**config.mk**
```make
export PLATFORM = sky130hd
export DESIGN_NAME = div64su_cell
export DESIGN_NICKNAME = d
export VERILOG_FILES = /design/src/design/div64su_pkg.sv /design/src/design/div64su_cell.sv
export SDC_FILE = /design/constraint.sdc
export NUM_CORES = 1
export LEC_CHECK = 0
export ABC_AREA = 1
export BUFFER_PORTS_ARGS = -buffer_cell sky130_fd_sc_hd__buf_2
export CORE_MARGIN = 2
export CORE_UTILIZATION = 50
export CTS_CLUSTER_DIAMETER = 60
export CTS_CLUSTER_SIZE = 12
export DETAILED_ROUTE_END_ITERATION = 6
export PLACE_DENSITY = 0.81
export SLEW_MARGIN = 10
export SYNTH_ARGS = -nofsm -noshare
export SYNTH_HDL_FRONTEND = slang
export SYNTH_SLANG_ARGS = --single-unit
```
**constraint.sdc**
```tcl
create_clock -name clk -period 0.8 [get_ports clk]
set_input_delay 0.16 -clock clk [delete_from_list [all_inputs] [get_ports clk]]
set_output_delay 0.16 -clock clk [all_outputs]
set_load 0.02 [all_outputs]
```
**src/design/div64su_pkg.sv**
```systemverilog
package div64su_pkg;

	// operand width and number of quotient steps
	localparam int DATA_WIDTH = 64;

	typedef logic [DATA_WIDTH-1:0] word_t;

	// payload handed from one division cell to the next
	typedef struct packed {
		logic  flip;   // quotient is negated at the end
		logic  zero;   // divisor was zero
		word_t part;   // partial remainder
		word_t nq;     // dividend bits still to come, quotient bits shifted in
		word_t den;    // divisor magnitude
	} step_t;

endpackage

```
**src/design/div64su_cell.sv**
```systemverilog
module div64su_cell (
	input  logic                clk,
	input  logic                arst_n,
	input  logic                en,
	input  logic                prev_valid,
	input  div64su_pkg::step_t  prev,
	output logic                cur_valid,
	output div64su_pkg::step_t  cur
);

	localparam int W = div64su_pkg::DATA_WIDTH;

	logic               cell_valid_q;
	div64su_pkg::step_t cell_data_q;
	div64su_pkg::step_t nxt;
	logic               carry;
	logic [W-1:0]       shifted;
	logic [W:0]         diff;
	logic               take;

	// one restoring step: shift in the next dividend bit, subtract if it fits
	always_comb begin
		carry   = prev.part[W-1];
		shifted = {prev.part[W-2:0], prev.nq[W-1]};
		diff    = {carry, shifted} - {1'b0, prev.den};
		take    = carry | ~diff[W];
		nxt      = prev;
		nxt.part = take ? diff[W-1:0] : shifted;
		nxt.nq   = {prev.nq[W-2:0], take};
	end

	// valid bit of this cell
	always_ff @(posedge clk or negedge arst_n) begin
		if (!arst_n) begin
			cell_valid_q <= 1'b0;
		end else if (en) begin
			cell_valid_q <= prev_valid;
		end
	end

	// payload of this cell
	always_ff @(posedge clk) begin
		if (en) begin
			cell_data_q <= nxt;
		end
	end

	assign cur_valid = cell_valid_q;
	assign cur       = cell_data_q;

endmodule

```
==> results of run 1 <==
cells in the mapped netlist, drive strengths merged:
cell type  count
o21ai          2
inv          409
o21bai         1
a21oi         39
nand4         17
mux2           1
nand3        160
nand3b         2
buf           19
ha            64
nand2        706
and2           2
nor2         119
xor2          30
edfxtp       194
dfrtp          1
nor3b          1
nor3          10
clkinv         1
xnor2          1
nor4           3
fa             1
and3           2
kinds of logic after synthesis:
group	after synthesis	synth area share, %
simple gates	1022	32.6
buf+inv	429	12.8
flops	195	44.5
fa+ha+maj	65	6.25
compound gates	42	1.73
xor+xnor	31	2.07
mux	1	0.0857
what timing repair did:
action | 4_1_cts
setup endpoints to repair | 260
buffers inserted | 19
hold buffers | 125
cloned | 7
gates resized for setup | 161
pin swaps | 7
hold endpoints to repair | 124
per-layer routing:
metal / track usage (%) / overflow
met1: 71.8 / 2
met2: 92.3 / 38
met3: 56.3 / 2
met4: 73.0 / 49
met5: 9.91 / 0
per-stage QoR:
step,setup WS (ns),utilization [%],std cells
2_1_floorplan,-1.20,-,1785
3_3_place_gp,-1.65,70.4,2823
3_5_place_dp,-1.67,70.4,2823
4_1_cts,-1.05,82.5,3006
==> flow_summary.toml, run 1 <==
[clock_network]
numCtsBuffers = 17
clk_path_buf_depth = 2
cts.sinks = 195
root_buffer = "clkbuf_16"
htreeDepth = 4

[run_status]
lastStage = "global routing (5_1_grt)"
status = "aborted with a tool error"
error = "[ERROR GRT-0232] Routing congestion too high. Check the congestion heatmap in the GUI."

[synth]
ys_types = 34
ys_seq_area_share_pct = 44.5
synth_nets = 2048
syn_avg_cell_area_um2 = 7.36
synth_area_um2 = 13100
syn_inst = 1785
ys_warn_count = 0
synth.area.top_cells = "edfxtp_1, nand2_1, inv_1"
synth_top_cell_by_area = "edfxtp_1"
ys_ff_latch = 195
synth_top_area_share_pct = 44.3

[place]
dpl_cell_area_um2 = 18300
hpwl_mm = 41.2
gp_congestion = 0.980
portBuffers = 392

[global_route]
grt-ovfl-total = 91
track_usage_pct = 72.6
grt_max_degree = 37

[sta]
postGrtWorstEndpoint = "cur[129]$_DFFE_PP_/D"
worstEpCategory = "register input"

[floorplanning]
die-width_um = 166
ios = 393
initial_core_util_pct = 50.7
die_h_um = 166
rows = 59
==> inputs of run 2 (changes only) <==
--- a/config.mk
+++ b/config.mk
@@ -8,11 +8,9 @@
 export ABC_AREA = 1
 export BUFFER_PORTS_ARGS = -buffer_cell sky130_fd_sc_hd__buf_2
 export CORE_MARGIN = 2
-export CORE_UTILIZATION = 50
-export CTS_CLUSTER_DIAMETER = 60
-export CTS_CLUSTER_SIZE = 12
+export CORE_UTILIZATION = 35
 export DETAILED_ROUTE_END_ITERATION = 6
-export PLACE_DENSITY = 0.81
+export PLACE_DENSITY_LB_ADDON = 0.15
 export SLEW_MARGIN = 10
 export SYNTH_ARGS = -nofsm -noshare
 export SYNTH_HDL_FRONTEND = slang
==> flow_summary.toml, run 2 <==
[final_layout]
syn_to_final_growth_pct = 81.5
drive_gt1_share_pct = 45.6
layout_commonest_cell = "nand2_1"
fin_nets = 2951
antenna_cells = 0
largest_reg_flops = 194
mostFrequentLayoutCells = "nand2_1, inv_1, buf_4, buf_2, edfxtp_1"
finalNonFillerCells = 3169

[floorplanning]
rows = 70
core_area_um2 = 36800
ios = 393
dieArea_um2 = 39100
die_h_um = 198
die-width_um = 198
initial_core_util_pct = 35.7

[synth]
yosys-top-cells-count = "nand2_1, inv_1, edfxtp_1, nand3_1, nor2_1"
ys_warn_count = 0
ys_seq_area_share_pct = 44.5
syn_avg_cell_area_um2 = 7.36
synthArstFlopShare_pct = 0.513
synth_ff_type = "edfxtp_1"
synthMostInstantiatedCell = "nand2_1"
ys_ff_latch = 195
synth_top_cell_by_area = "edfxtp_1"
synth_area_um2 = 13100
synth_edf_count = 194
ys_types = 34
synth_top_area_share_pct = 44.3
synth_nets = 2048
syn_inst = 1785
synth.area.top_cells = "edfxtp_1, nand2_1, inv_1"

[global_route]
grt_pass1_wl_mm = 81.9
grt_max_degree = 52
antenna_found_initial = 2
grt_pass1_vias = 14641
track_usage_pct = 28.2
grtUsageMet2_pct = 50.5
grt-busiest-layer = "met2"
grt-ovfl-total = 0
grt_use_met3_pct = 4.09
use_met1_pct = 35.1

[sta]
period_minus_slack_ns = 1.80
fin_crit_sh_pct = 225
slew_violations = 0
maxSlewHeadroom_pct = 77.6
finalSetupTns_ns = -132.33
max_slew.worst_pin.slew_ns = 0.337
hold_viol = 0
rsz0062_at_grt = "yes"
fin_skew_ns = 0
setup_viol = 260
fmax_mhz = 555
fin_ws_ns = -1.00

[run]
cap_violations = 0

[clock_network]
clk_pin_slew_ns = 0.09
numCtsBuffers = 17
cts_tree = "done"
clk_path_buf_depth = 2
root_buffer = "clkbuf_16"
cts.sinks = 195
clk_latency_ns = 0.45
htreeDepth = 4

[place]
gp_congestion = 0.909
dp.cells = 2952
place_ws_ns = -1.69
portBuffers = 392
hpwl_mm = 43.0

[pwr]
power.switching_w = 0.0130
ir_drop_mv = 1.62
pwr-share-clk_pct = 24.5
p_sw_share_pct = 35.0
p_leak_nw = 12.2
power_frac_seq_pct = 35.4
pwr-share-comb_pct = 40.1
cellPowerDensity_nw_per_um2 = 1560
p_int_w = 0.0241

[critical_path]
slowest_delay_ns = 0.35
slowest_stage = "fa_2"
crit_arrival_ns = 2.14
end_kind = "flip-flop"
crit_path_start_kind = "input pin"
cp_max_fo = 5
startpoint = "prev[127]"
crit_type = "input pin to flip-flop"
path_cells = "buf_8 -> inv_12 -> ha_4 -> fa_2 -> inv_2 -> nand3_2 -> nand2_4 -> nand2_4 -> nand2_4 -> nand2_4 -> nand2_4 -> nand2_2 -> nand2_2 -> nand2_2 -> nand3_4 -> buf_8 -> clkbuf_16 -> nand3_4 -> nand2_2"
r2r_start = "cur_valid"
worstPathRequired_ns = 1.14
cp_common_cell = "nand2_4"

[worst_hold_path]
hold_class = "input pin to flip-flop"
min-delay-start = "prev[127]"

[routing]
wl_per_cell_um = 18.1
firstDrtPassIters = 5
drtAntennaViolNets = 0
route.detailed.drc = 0
drt-initial-drc-count = 736
vias = 14617
drt-total-wl_mm = 57.5
vias_per_cell = 4.61

[run_status]
violations = "setup timing"
status = "finished with violations"
==> run 2: path summary, 6_finish.rpt <==
path	to	slack, ns	cells after the start
worst max register to register	cur_valid	0.01	1
max in group asynchronous	cur_valid	0.10	3
worst max-delay path	cur[172]	-1.00	19
worst min-delay path	cur[128]	0.03	3
min in group asynchronous	cur_valid	0.56	3
worst min register to register	cur_valid	0.56	1
==> run 2: area by class of cell <==
class,count,area (µm²)
clock buffers,17,425
clock inverters,15,168
fillers,3140,12900
inverters,410,1560
multi-input cells,1161,7680
flip-flops and latches,195,5850
well taps,468,586
repair buffers,903,7580
==> run 2: power by group through the flow <==
stage          Combinational (W)  Clock (W)  Sequential [W]
4_1_cts                   0.0136    0.00926          0.0130
2_1_floorplan            0.00421          0          0.0145
3_5_place_dp              0.0110          0          0.0131
5_1_grt                   0.0160    0.00956          0.0132
3_3_place_gp              0.0109          0          0.0131
6_report                  0.0149    0.00910          0.0131
==> run 2: critical path, delay by kind of cell <==
| kind | cells | cell delay, ns |
|---|---|---|
| and+or+nand+nor | 12 | 0.95 |
| buffers and inverters | 5 | 0.53 |
| adders and majority gates | 2 | 0.50 |
==> run 2: repair_timing <==
item                                    CTS  global route
pin swaps                                39            45
buffers inserted                         27            13
gates cloned                              9             1
endpoints found under the setup margin  260           260
endpoints found under the hold margin   134             0
gates resized for setup                 409           346
hold buffers                            135             0
==> run 2: cell families after synthesis <==
family                     after synthesis  synth area share, %
AOI/OAI and AO/OA                       42                 1.73
xor gates and xnor gates                31                 2.07
adders and majority gates               65                 6.25
buffers and inverters                  429                 12.8
DFF                                    195                 44.5
muxes                                    1               0.0857
and+or+nand+nor                       1022                 32.6
==> run 2: layer usage <==
| layer | vias to the layer above | wire length, µm |
|---|---|---|
| met2 | 434 | 28600 |
| met5 | - | 29 |
| li1 | 7306 | - |
| met3 | 71 | 2830 |
| met4 | 4 | 1340 |
| met1 | 6802 | 24700 |
==> run 2: metrics by stage <==
stage	hold slack (ns)	utilization, %	cell area, µm²	power, W
detailed placement	-0.0534	50.1	18400	0.0240
floorplan	-0.136	-	13400	0.0187
global placement	-0.0548	50.1	18400	0.0240
global route	0.0271	64.8	23900	0.0388
CTS	0.00567	61.3	22600	0.0358
finish	0.0278	64.8	23900	0.0371
Power figures use the tool's default switching activity.
==> inputs of run 3 (changes only) <==
==> constraint.sdc (replaced) <==
create_clock -name clk -period 1.5 [get_ports clk]
set_input_delay 0.3 -clock clk [delete_from_list [all_inputs] [get_ports clk]]
set_output_delay 0.3 -clock clk [all_outputs]
set_load 0.02 [all_outputs]
==> flow_summary.toml, run 3 (synthesis gave the netlist of run 2 again) <==
[run_status]
status = "finished with violations"
violations = "setup timing"

[final_layout]
fin_nets = 2872
layout_commonest_cell = "nand2_1"
largest_reg_flops = 194
syn_to_final_growth_pct = 70.4
mostFrequentLayoutCells = "nand2_1, buf_2, inv_1, buf_4, edfxtp_1"
drive_gt1_share_pct = 48.6

[floorplanning]
initial_core_util_pct = 35.7
rows = 70
dieArea_um2 = 39100
core_area_um2 = 36800
ios = 393
die-width_um = 198
die_h_um = 198

[critical_path]
end_kind = "flip-flop"
cp_common_cell = "nand2_2"
r2r_start = "cur_valid"
worstPathRequired_ns = 1.73
path_cells = "buf_8 -> ha_4 -> nand2_2 -> nand2_2 -> buf_6 -> nand2_2 -> nand2_2 -> nand2_1 -> nand2_2 -> buf_4 -> buf_4 -> buf_4 -> nand2_1 -> nand3_2 -> buf_6 -> nand2_4 -> nand4_1 -> nand3_2 -> nand2_1"
rr_endpoint = "cur_valid"
slowest_delay_ns = 0.25
rrSetupSlack_ns = 0.76
ff2ff_path_depth = 1
crit_type = "input pin to flip-flop"
crit_arrival_ns = 2.17
crit_path_start_kind = "input pin"
slowest_stage = "ha_4"
cp_max_fo = 4

[routing]
drt-initial-drc-count = 809
drt-met1-wl_mm = 24.0
wl_per_cell_um = 18.3
firstDrtPassIters = 7
wl_met3_mm = 3.17
vias = 14321
vias_per_cell = 4.63
wl_met2_mm = 27.8
route.detailed.drc = 0
drt-total-wl_mm = 56.7
drtAntennaViolNets = 0
top_layer = "met5"

[global_route]
grt_pass1_wl_mm = 82.7
grt_max_degree = 54
grt_pass1_vias = 14441
antenna_found_initial = 6
grt-ovfl-total = 0
track_usage_pct = 28.8

[clock_network]
htreeDepth = 4
clk_pin_slew_ns = 0.08
cts.sinks = 195
cts_tree = "done"
numCtsBuffers = 17
root_buffer = "clkbuf_16"
clk_path_buf_depth = 2
clk_latency_ns = 0.46

[worst_hold_path]
hold_class = "input pin to flip-flop"
worstHoldEndpoint = "cur[0]"
min_path_cells = 1
min-delay-start = "prev[0]"

[sta]
fin_crit_sh_pct = 129
finalSetupTns_ns = -26.32
slew_violations = 0
max_slew.worst_pin.slew_ns = 0.370
fin_ws_ns = -0.440
hold_ws_ns = 0.0180
hold_viol = 0
setup_viol = 65
period_minus_slack_ns = 1.94
maxSlewHeadroom_pct = 75.3
fin_skew_ns = 0
fmax_mhz = 515
rsz0062_at_grt = "yes"

[pwr]
p_leak_nw = 11.6
ir_drop_mv = 0.866
cellPowerDensity_nw_per_um2 = 839

[place]
gp_congestion = 0.939
hpwl_mm = 42.1
portBuffers = 392
place_ws_ns = -1.11

[run]
cap_violations = 0
## run 3: cell types whose count changed in the layout (fill, tap and decap cells not counted), moves of 7 or more
cell and change:
dlygate4sd3_1 -85, nand3_1 -19, nand3_2 +13, buf_4 -7
nand2_4 +11, nor2_2 -7, buf_2 +154, inv_2 +12
buf_6 -144, inv_1 -15
## run 3: where the power goes
group	internal (W)	switching, W	leakage, nW
Sequential	0.00669	0.000153	1.91
Combinational	0.00317	0.00420	9.45
Clock	0.00221	0.00237	0.272
Total	0.0121	0.00672	11.6
## run 3: worst max path at each step
stage	from	to	slack (ns)
floorplan	prev[127]	cur[183]	-0.64
global placement	prev[33]	cur[173]	-1.10
detailed placement	prev[127]	cur[190]	-1.11
CTS	prev[127]	cur[179]	-0.39
global route	prev[136]	cur[184]	-0.50
finish	prev[136]	cur[184]	-0.44
## run 3: critical path, delay by kind of cell
kind | cells | cell delay, ns
buffers and inverters | 6 | 0.73
AND/OR/NAND/NOR | 12 | 0.89
adder cells (fa/ha/maj) | 1 | 0.25
## run 3: cell type report
cell class,count,area [µm²]
repair buffers,824,5870
multi-input cells,1161,7940
inverters,410,1560
fillers,3407,14400
diodes,3,7.51
well taps,468,586
clock inverters,14,136
clock buffers,18,429
flip-flops and latches,195,5850
## run 3: what timing repair did
action,CTS,global route
setup buffers,62,2
endpoints found under the setup margin,65,65
pin swaps,105,38
resized for setup,438,93
hold endpoints to repair,49,1
hold buffers,49,1
cloned,16,0
## run 3: metrics by stage
step                      instance area (µm²)  utilization, %  power [W]  std cells
after floorplan                         13400               -    0.00996       1785
after global placement                  18300            49.7     0.0127       2939
after detailed placement                18300            49.7     0.0127       2939
after CTS                               22200            60.4     0.0187       3098
after global routing                    22400            60.8     0.0197       3093
final                                   22400            60.8     0.0188       3093
## run 3: layer usage
metal | track usage (%) | vias to the layer above
met3 | 4.63 | 76
li1 | - | 7155
met2 | 49.8 | 445
met1 | 36.0 | 6641
met5 | 0 | -
met4 | 11.1 | 4
